**config.mk**
```make
export PLATFORM = sky130hd
export DESIGN_NAME = timer_slot_table_core
export DESIGN_NICKNAME = d
export VERILOG_FILES = /design/src/rtl/tst_pkg.sv /design/src/rtl/tst_slot_ram.sv /design/src/rtl/timer_slot_table_core.sv
export SDC_FILE = /design/constraint.sdc
export NUM_CORES = 2
export LEC_CHECK = 0
export ABC_AREA = 1
export BUFFER_PORTS_ARGS = -buffer_cell sky130_fd_sc_hd__buf_2
export CAP_MARGIN = 20
export CORE_MARGIN = 4
export CORE_UTILIZATION = 40
export DETAILED_ROUTE_END_ITERATION = 10
export PLACE_DENSITY = 0.65
export SETUP_SLACK_MARGIN = 0.3
export SYNTH_ARGS = -nofsm -noshare
export SYNTH_HDL_FRONTEND = slang
export SYNTH_HIERARCHICAL = 1
export SYNTH_SLANG_ARGS = --single-unit
```
**constraint.sdc**
```tcl
create_clock -name clk -period 5.42 [get_ports clk]
set_input_delay 0.271 -clock clk [delete_from_list [all_inputs] [get_ports clk]]
set_output_delay 0.271 -clock clk [all_outputs]
set_load 0.05 [all_outputs]
```
**src/rtl/tst_pkg.sv**
```systemverilog
package tst_pkg;

    // Default number of timer slots.
    localparam int unsigned SLOTS_DEFAULT = 16;

    // Widths of the count fields in a result.
    localparam int unsigned OUT_CNT_W = 7;

    typedef enum logic [1:0] {
        OP_TICK         = 2'd0,
        OP_SET_ONCE     = 2'd1,
        OP_SET_PERIODIC = 2'd2,
        OP_CLEAR        = 2'd3
    } op_t;

    typedef enum logic [1:0] {
        RES_FIRED   = 2'd0,
        RES_SUMMARY = 2'd1,
        RES_SET     = 2'd2,
        RES_CLEAR   = 2'd3
    } res_kind_t;

    typedef enum logic [1:0] {
        SK_EMPTY    = 2'd0,
        SK_ONESHOT  = 2'd1,
        SK_PERIODIC = 2'd2
    } slot_kind_t;

    typedef struct packed {
        op_t         op;
        logic [31:0] now_ms;
        logic [31:0] duration_ms;
        logic [15:0] clear_id;
    } in_t;

    typedef struct packed {
        res_kind_t              kind;
        logic [15:0]            task_id;
        logic [OUT_CNT_W-1:0]   fired_count;
        logic                   ok;
        logic [OUT_CNT_W-1:0]   active_count;
        logic                   last;
    } out_t;

    // One row of the slot memory.
    typedef struct packed {
        logic [15:0] ident;
        logic [31:0] period;
        logic [31:0] due;
    } row_t;

    localparam int unsigned ROW_W = $bits(row_t);

endpackage

```
**src/rtl/tst_slot_ram.sv**
```systemverilog
module tst_slot_ram #(
    parameter int unsigned DEPTH  = tst_pkg::SLOTS_DEFAULT,
    parameter int unsigned WIDTH  = tst_pkg::ROW_W,
    parameter int unsigned ADDR_W = $clog2(DEPTH)
) (
    input  logic              clk,
    input  logic              wr_en,
    input  logic [ADDR_W-1:0] wr_addr,
    input  logic [WIDTH-1:0]  wr_data,
    input  logic              rd_en,
    input  logic [ADDR_W-1:0] rd_addr,
    output logic [WIDTH-1:0]  rd_data
);

    logic [WIDTH-1:0] mem [DEPTH];
    logic [WIDTH-1:0] rd_data_reg;

    // Read data holds between reads so a stalled consumer sees a stable row.
    always_ff @(posedge clk)
    begin
        if (wr_en)
        begin
            mem[wr_addr] <= wr_data;
        end
        if (rd_en)
        begin
            rd_data_reg <= mem[rd_addr];
        end
    end

    assign rd_data = rd_data_reg;

endmodule

```
**src/rtl/timer_slot_table_core.sv**
```systemverilog
// A set scans from slot 0 for the first empty slot and fills it, or replies with id 0 when
// the table is full. A clear scans the live slots for the id and replies, with ok set on a
// match. A tick makes two passes: the first reads every live slot and marks the due ones,
// the second emits a fired result per due slot and rearms or empties it; a summary ends it.
// One item at a time.
// Reset (rst_n low, asynchronous) empties every slot and sets the next id to 1 at once.
module timer_slot_table_core #(
    parameter int unsigned SLOTS = tst_pkg::SLOTS_DEFAULT
) (
    input  logic         clk,
    input  logic         rst_n,
    input  logic         in_valid,
    output logic         in_ready,
    input  tst_pkg::in_t in_data,
    output logic         out_valid,
    input  logic         out_ready,
    output tst_pkg::out_t out_data
);

    import tst_pkg::*;

    // The scan index must reach SLOTS itself, the memory address only SLOTS - 1.
    localparam int unsigned IDX_W  = $clog2(SLOTS + 1);
    localparam int unsigned ADDR_W = $clog2(SLOTS);

    typedef enum logic [3:0] {
        ST_IDLE,
        ST_T1_RD,
        ST_T1_EV,
        ST_T2_CHK,
        ST_T2_EV,
        ST_T_SUM,
        ST_SET,
        ST_CLR_CHK,
        ST_CLR_EV
    } state_t;

    state_t            state_reg;
    logic [IDX_W-1:0]  idx_reg;
    logic [IDX_W-1:0]  active_reg;
    logic [IDX_W-1:0]  fired_reg;
    logic [15:0]       next_id_reg;
    slot_kind_t        kind_reg [SLOTS];
    logic [SLOTS-1:0]  due_vec_reg;
    op_t               op_reg;
    logic [31:0]       now_reg;
    logic [31:0]       dur_reg;
    logic [15:0]       cid_reg;
    logic              out_valid_reg;
    out_t              out_data_reg;

    logic [ADDR_W-1:0] slot_sel;
    logic              idx_end;
    logic              out_free;
    slot_kind_t        kind_sel;
    logic              rd_en;
    logic              wr_en;
    row_t              wr_row;
    row_t              rd_row;
    logic [ROW_W-1:0]  rd_bits;
    logic [31:0]       elapsed;
    logic              slot_due;
    logic [15:0]       next_id_inc;
    logic [IDX_W-1:0]  idx_inc;

    assign slot_sel = idx_reg[ADDR_W-1:0];
    assign idx_end  = (idx_reg == IDX_W'(SLOTS));
    assign kind_sel = kind_reg[slot_sel];
    assign idx_inc  = idx_reg + IDX_W'(1);

    // The output register can take a new result when it is empty or being drained.
    assign out_free = !out_valid_reg || out_ready;

    assign rd_row = row_t'(rd_bits);

    // A slot is due when the signed difference now - due is not negative.
    assign elapsed  = now_reg - rd_row.due;
    assign slot_due = !elapsed[31];

    // Ids run from 1 to 65535 and then wrap back to 1.
    assign next_id_inc = (next_id_reg == 16'hFFFF) ? 16'd1 : next_id_reg + 16'd1;

    // Memory port control. Reads are issued from the read and check states and consumed in
    // the evaluate state after them; writes happen only when a slot is filled or a periodic
    // slot rearms, always on the slot under evaluation, so a read never overlaps a write to it.
    always_comb
    begin
        rd_en  = 1'b0;
        wr_en  = 1'b0;
        wr_row = rd_row;
        unique case (state_reg)
            ST_T1_RD:
            begin
                rd_en = !idx_end && (kind_sel != SK_EMPTY);
            end
            ST_T2_CHK:
            begin
                rd_en = !idx_end && due_vec_reg[slot_sel];
            end
            ST_CLR_CHK:
            begin
                rd_en = !idx_end && (kind_sel != SK_EMPTY);
            end
            ST_T2_EV:
            begin
                wr_en      = out_free && (kind_sel == SK_PERIODIC);
                wr_row.due = now_reg + rd_row.period;
            end
            ST_SET:
            begin
                wr_en         = out_free && (kind_sel == SK_EMPTY);
                wr_row.ident  = next_id_reg;
                wr_row.period = dur_reg;
                wr_row.due    = now_reg + dur_reg;
            end
            default:
            begin
                rd_en = 1'b0;
            end
        endcase
    end

    tst_slot_ram #(
        .DEPTH  (SLOTS),
        .WIDTH  (ROW_W),
        .ADDR_W (ADDR_W)
    ) u_slot_ram (
        .clk     (clk),
        .wr_en   (wr_en),
        .wr_addr (slot_sel),
        .wr_data (ROW_W'(wr_row)),
        .rd_en   (rd_en),
        .rd_addr (slot_sel),
        .rd_data (rd_bits)
    );

    // Sequencer. A tick first counts the due slots so that the final active count is
    // known before the first fired result leaves; the second pass emits and updates.
    always_ff @(posedge clk or negedge rst_n)
    begin
        if (!rst_n)
        begin
            state_reg     <= ST_IDLE;
            idx_reg       <= '0;
            active_reg    <= '0;
            fired_reg     <= '0;
            next_id_reg   <= 16'd1;
            due_vec_reg   <= '0;
            out_valid_reg <= 1'b0;
            for (int i = 0; i < SLOTS; i++)
            begin
                kind_reg[i] <= SK_EMPTY;
            end
        end
        else
        begin
            if (out_valid_reg && out_ready)
            begin
                out_valid_reg <= 1'b0;
            end

            unique case (state_reg)
                ST_IDLE:
                begin
                    if (in_valid)
                    begin
                        op_reg      <= in_data.op;
                        now_reg     <= in_data.now_ms;
                        dur_reg     <= in_data.duration_ms;
                        cid_reg     <= in_data.clear_id;
                        fired_reg   <= '0;
                        due_vec_reg <= '0;
                        idx_reg     <= '0;
                        unique case (in_data.op)
                            OP_TICK:
                            begin
                                state_reg <= ST_T1_RD;
                            end
                            OP_SET_ONCE, OP_SET_PERIODIC:
                            begin
                                state_reg <= ST_SET;
                            end
                            OP_CLEAR:
                            begin
                                // Id 0 never matches, so skip straight to the reply.
                                if (in_data.clear_id == 16'd0)
                                begin
                                    idx_reg <= IDX_W'(SLOTS);
                                end
                                state_reg <= ST_CLR_CHK;
                            end
                            default:
                            begin
                                state_reg <= ST_IDLE;
                            end
                        endcase
                    end
                end

                ST_T1_RD:
                begin
                    priority if (idx_end)
                    begin
                        idx_reg   <= '0;
                        state_reg <= ST_T2_CHK;
                    end
                    else if (kind_sel == SK_EMPTY)
                    begin
                        idx_reg <= idx_inc;
                    end
                    else
                    begin
                        state_reg <= ST_T1_EV;
                    end
                end

                ST_T1_EV:
                begin
                    if (slot_due)
                    begin
                        due_vec_reg[slot_sel] <= 1'b1;
                        fired_reg             <= fired_reg + IDX_W'(1);
                        if (kind_sel == SK_ONESHOT)
                        begin
                            active_reg <= active_reg - IDX_W'(1);
                        end
                    end
                    idx_reg   <= idx_inc;
                    state_reg <= ST_T1_RD;
                end

                ST_T2_CHK:
                begin
                    priority if (idx_end)
                    begin
                        state_reg <= ST_T_SUM;
                    end
                    else if (!due_vec_reg[slot_sel])
                    begin
                        idx_reg <= idx_inc;
                    end
                    else
                    begin
                        state_reg <= ST_T2_EV;
                    end
                end

                ST_T2_EV:
                begin
                    if (out_free)
                    begin
                        out_valid_reg              <= 1'b1;
                        out_data_reg.kind          <= RES_FIRED;
                        out_data_reg.task_id       <= rd_row.ident;
                        out_data_reg.fired_count   <= '0;
                        out_data_reg.ok            <= 1'b0;
                        out_data_reg.active_count  <= OUT_CNT_W'(active_reg);
                        out_data_reg.last          <= 1'b0;
                        if (kind_sel == SK_ONESHOT)
                        begin
                            kind_reg[slot_sel] <= SK_EMPTY;
                        end
                        idx_reg   <= idx_inc;
                        state_reg <= ST_T2_CHK;
                    end
                end

                ST_T_SUM:
                begin
                    if (out_free)
                    begin
                        out_valid_reg              <= 1'b1;
                        out_data_reg.kind          <= RES_SUMMARY;
                        out_data_reg.task_id       <= 16'd0;
                        out_data_reg.fired_count   <= OUT_CNT_W'(fired_reg);
                        out_data_reg.ok            <= 1'b0;
                        out_data_reg.active_count  <= OUT_CNT_W'(active_reg);
                        out_data_reg.last          <= 1'b1;
                        state_reg                  <= ST_IDLE;
                    end
                end

                ST_SET:
                begin
                    if (out_free)
                    begin
                        priority if (kind_sel == SK_EMPTY)
                        begin
                            kind_reg[slot_sel] <= (op_reg == OP_SET_ONCE) ? SK_ONESHOT
                                                                          : SK_PERIODIC;
                            next_id_reg                <= next_id_inc;
                            active_reg                 <= active_reg + IDX_W'(1);
                            out_valid_reg              <= 1'b1;
                            out_data_reg.kind          <= RES_SET;
                            out_data_reg.task_id       <= next_id_reg;
                            out_data_reg.fired_count   <= '0;
                            out_data_reg.ok            <= 1'b0;
                            out_data_reg.active_count  <= OUT_CNT_W'(active_reg + IDX_W'(1));
                            out_data_reg.last          <= 1'b1;
                            state_reg                  <= ST_IDLE;
                        end
                        else if (idx_reg == IDX_W'(SLOTS - 1))
                        begin
                            // Table full: reply with id 0 and change nothing.
                            out_valid_reg              <= 1'b1;
                            out_data_reg.kind          <= RES_SET;
                            out_data_reg.task_id       <= 16'd0;
                            out_data_reg.fired_count   <= '0;
                            out_data_reg.ok            <= 1'b0;
                            out_data_reg.active_count  <= OUT_CNT_W'(active_reg);
                            out_data_reg.last          <= 1'b1;
                            state_reg                  <= ST_IDLE;
                        end
                        else
                        begin
                            idx_reg <= idx_inc;
                        end
                    end
                end

                ST_CLR_CHK:
                begin
                    priority if (idx_end)
                    begin
                        if (out_free)
                        begin
                            out_valid_reg              <= 1'b1;
                            out_data_reg.kind          <= RES_CLEAR;
                            out_data_reg.task_id       <= cid_reg;
                            out_data_reg.fired_count   <= '0;
                            out_data_reg.ok            <= 1'b0;
                            out_data_reg.active_count  <= OUT_CNT_W'(active_reg);
                            out_data_reg.last          <= 1'b1;
                            state_reg                  <= ST_IDLE;
                        end
                    end
                    else if (kind_sel == SK_EMPTY)
                    begin
                        idx_reg <= idx_inc;
                    end
                    else
                    begin
                        state_reg <= ST_CLR_EV;
                    end
                end

                ST_CLR_EV:
                begin
                    if (rd_row.ident == cid_reg)
                    begin
                        if (out_free)
                        begin
                            kind_reg[slot_sel]         <= SK_EMPTY;
                            active_reg                 <= active_reg - IDX_W'(1);
                            out_valid_reg              <= 1'b1;
                            out_data_reg.kind          <= RES_CLEAR;
                            out_data_reg.task_id       <= cid_reg;
                            out_data_reg.fired_count   <= '0;
                            out_data_reg.ok            <= 1'b1;
                            out_data_reg.active_count  <= OUT_CNT_W'(active_reg - IDX_W'(1));
                            out_data_reg.last          <= 1'b1;
                            state_reg                  <= ST_IDLE;
                        end
                    end
                    else
                    begin
                        idx_reg   <= idx_inc;
                        state_reg <= ST_CLR_CHK;
                    end
                end

                default:
                begin
                    state_reg <= ST_IDLE;
                end
            endcase
        end
    end

    // A new item is taken only between operations; a pending result may still wait.
    assign in_ready  = (state_reg == ST_IDLE);
    assign out_valid = out_valid_reg;
    assign out_data  = out_data_reg;

endmodule
```
==> metrics.csv <==
stage,metric,value,unit
timing,RSZ-0062 raised after global routing,no,
synthesis,Yosys cell types,48,
placement,Placer Congestion,0.897,
synthesis,Mapped Avg Cell Area,10.0,µm²
critical_path,Startpoint Class,flip-flop,
drt,Post-DRT Antenna Nets,0,
final_layout,max reg flops,1280,
drt,DR vias,49400,
timing,setup_tns,0,ns
floorplanning,die height,427,µm
timing,setup ws final,0.787,ns
synthesis,Synth Register Bits,1558,
synthesis,sequential share of the synthesized area,0.659,
drt,final WL,194000,µm
critical_path,Critical Path RT,5.88,ns
timing,fin crit share,0.855,
synthesis,Mapped Area,0.0704,mm²
clock_tree,Worst-Skew Late Latency,0.81,ns
floorplanning,row count,153,
clock_tree,CTS root buffer,clkbuf_16,
global_routing,global-route wire length before repair,291000,µm
synthesis,"Primary FF master, synth",edfxtp_1,
floorplanning,die area,0.183,mm²
final_layout,Area Overhead vs Synth,13.7,%
clock_tree,TritonCTS sink count,1558,
global_routing,Congestion Overflow GR,0,
critical_path,"Arr. time, crit path",5.09,ns
critical_path,worst-path fanout max,17,
final_layout,"most common cell after layout, fill and taps aside",nand2_1,
timing,"Slew Viols, Final",0,
pwr,pwr dens,514,mW/mm²
placement,dpl ws,0.829,ns
synthesis,Yosys warning count,6,
critical_path,Worst Setup End Kind,flip-flop,
final_layout,"commonest non-fill, non-tap cells in the layout","2256 x nand2_1, 1474 x edfxtp_1, 1158 x inv_1",
pwr,VDD IR max,0.745,mV
global_routing,antenna violations before repair,1,
final_layout,nets,7402,
clock_tree,"CTS clk-pin slew, worst paths",0.06,ns
floorplanning,I/O Pins,122,
synthesis,Post-synth EDFFs,1474,
global_routing,largest net degree at the start of global routing,182,
timing,relative slew slack,0.273,
clock_tree,TritonCTS buffer count,165,
clock_tree,Max Root-Sink Buffers,3,
status,status,finished clean,
placement,Detailed Place HPWL,110000,µm
floorplanning,core area,0.174,mm²
synthesis,fraction of registers with async set/reset,0.0539,
clock_tree,"Setup Fix Bufs, Post-CTS",0,
run,Max-Cap Viols,0,
hold_path,hold crit path type,in2async,
drt,DRC violations left,0,
synthesis,Post-Syn Instances,7028,
placement,Area after DPL,0.0740,mm²
drt,DR vias/cell,5.09,
timing,Worst Skew,0.0436,ns
drt,drt initial violations,4979,
final_layout,end-of-flow core utilization,0.459,
global_routing,vias in the first global route,47300,
global_routing,gr usage total,0.209,
timing,Slew @ Worst Pin,1.09,ns
final_layout,area of the multi-input gates,0.0182,mm²
floorplanning,Starting Density,0.404,
critical_path,critical path class,reg2reg,
final_layout,share of layout cells above drive strength 1,0.0742,
critical_path,crit path launch,state_reg[3],
placement,PortBufs,119,
pwr,Leak,33.8,nW
drt,per-cell routed wire length,20.0,µm
clock_tree,CTS H-tree depth,4,
critical_path,Worst R2R Start,state_reg[3],
timing,Period minus WS final,4.63,ns
final_layout,Filler Cell Count,15800,
timing,Max Fclk,216,MHz
final_layout,Register Area,0.0464,mm²
pwr,overall power,0.0411,W
timing,final hold violation count,0,
final_layout,fin area,0.0800,mm²
floorplanning,Die Width,427,µm
timing,"Setup violations, final",0,
clock_tree,CTS tree,done,
drt,Detailed Routing Iterations Pass 1,6,
metal layers:
layer	up-vias	global-route usage	part of all wire	routed length, µm
li1	23300	-	-	-
met4	0	0.0863	0.041	7910
met1	23800	0.274	0.41	80200
met2	1856	0.350	0.48	92700
met5	-	0	0	0
met3	387	0.0297	0.066	12800
cell families (layout without fill, tap and decap cells):
logic type,count (synthesis),count (layout),share of synthesized area
and+or+nand+nor,3608,3608,0.216
adders and majority gates,80,80,0.0144
other,1,3,0.0000533
DFF,1558,1558,0.659
xor gates and xnor gates,50,50,0.00622
buffers and inverters,1485,1827,0.0855
AOI/OAI and AO/OA,246,246,0.0193
layout make-up:
type	instances	share of cell area
antenna	1	0.0000313
clock inverter	91	0.00968
tap	2325	0.0363
clock buffer	211	0.0551
multi-input combinational	3986	0.227
inverter	1171	0.0552
sequential	1558	0.580
timing repair buffer	354	0.0373
worst max-delay path, cell delays in order (launching register included):
cell     delay, ns
dfrtp_1       0.42
inv_2         0.06
nand2_1       0.14
inv_1         0.23
nand2_4       0.29
buf_4         0.29
nand2_1       0.06
nand2_1       0.39
ha_1          0.54
nand2_1       0.11
o21ai_0       0.43
a21oi_1       0.21
o21ai_0       0.36
nand3_1       0.24
nand2_1       0.11
nand2_1       0.05
nand3_1       0.07
nand2_1       0.26
worst paths after layout:
| check | endpoint | slack (ns) | cells past startpoint |
|---|---|---|---|
| worst max-delay path | u_slot_ram/mem[6][27] | 0.79 | 17 |
| worst min-delay path | active_reg[1] | 0.02 | 3 |
| worst max register to register | u_slot_ram/mem[6][27] | 0.79 | 17 |
| worst min register to register | kind_reg[15] | 0.48 | 2 |
| max in group asynchronous | next_id_reg[6] | 4.54 | 3 |
| min in group clk | dur_reg[17] | 0.17 | 2 |
repair_timing:
action                                 CTS  global route
hold buffers                            86             0
gates resized for setup                  0             1
endpoints found under the hold margin  168             0
setup endpoints to repair                0            16
synth_stat cells (18+ instances only):
library cell / number / share of area
dfrtp_1: 83 / 0.030
xnor2_1: 18 / 0.0022
nand4_1: 39 / 0.0035
a21oi_1: 68 / 0.0048
inv_1: 1158 / 0.062
nor2_1: 159 / 0.0085
nor3_1: 20 / 0.0014
buf_1: 18 / 0.00096
nand3_1: 1092 / 0.078
buf_4: 43 / 0.0046
clkbuf_1: 65 / 0.0035
o21ai_0: 113 / 0.0080
buf_2: 181 / 0.013
nand2_1: 2257 / 0.12
ha_1: 78 / 0.014
edfxtp_1: 1474 / 0.63
xor2_1: 32 / 0.0040
power breakdown:
| group | internal [W] | total [W] | switching (W) | leakage (nW) |
|---|---|---|---|---|
| Combinational | 0.00355 | 0.0136 | 0.0100 | 16.9 |
| Sequential | 0.0162 | 0.0167 | 0.000562 | 14.4 |
| Clock | 0.00612 | 0.0108 | 0.00473 | 2.51 |
| Total | 0.0258 | 0.0411 | 0.0153 | 33.8 |
per-stage QoR:
| step | cells | hold slack (ns) |
|---|---|---|
| after CTS | 9694 | 0.109 |
| after global routing | 9696 | 0.0132 |
| final | 9697 | 0.0246 |
| after global placement | 9306 | 0.135 |
| after floorplan | 7029 | -0.0246 |
| after detailed placement | 9306 | 0.134 |
Note: power is estimated with default switching activity, not from simulation.
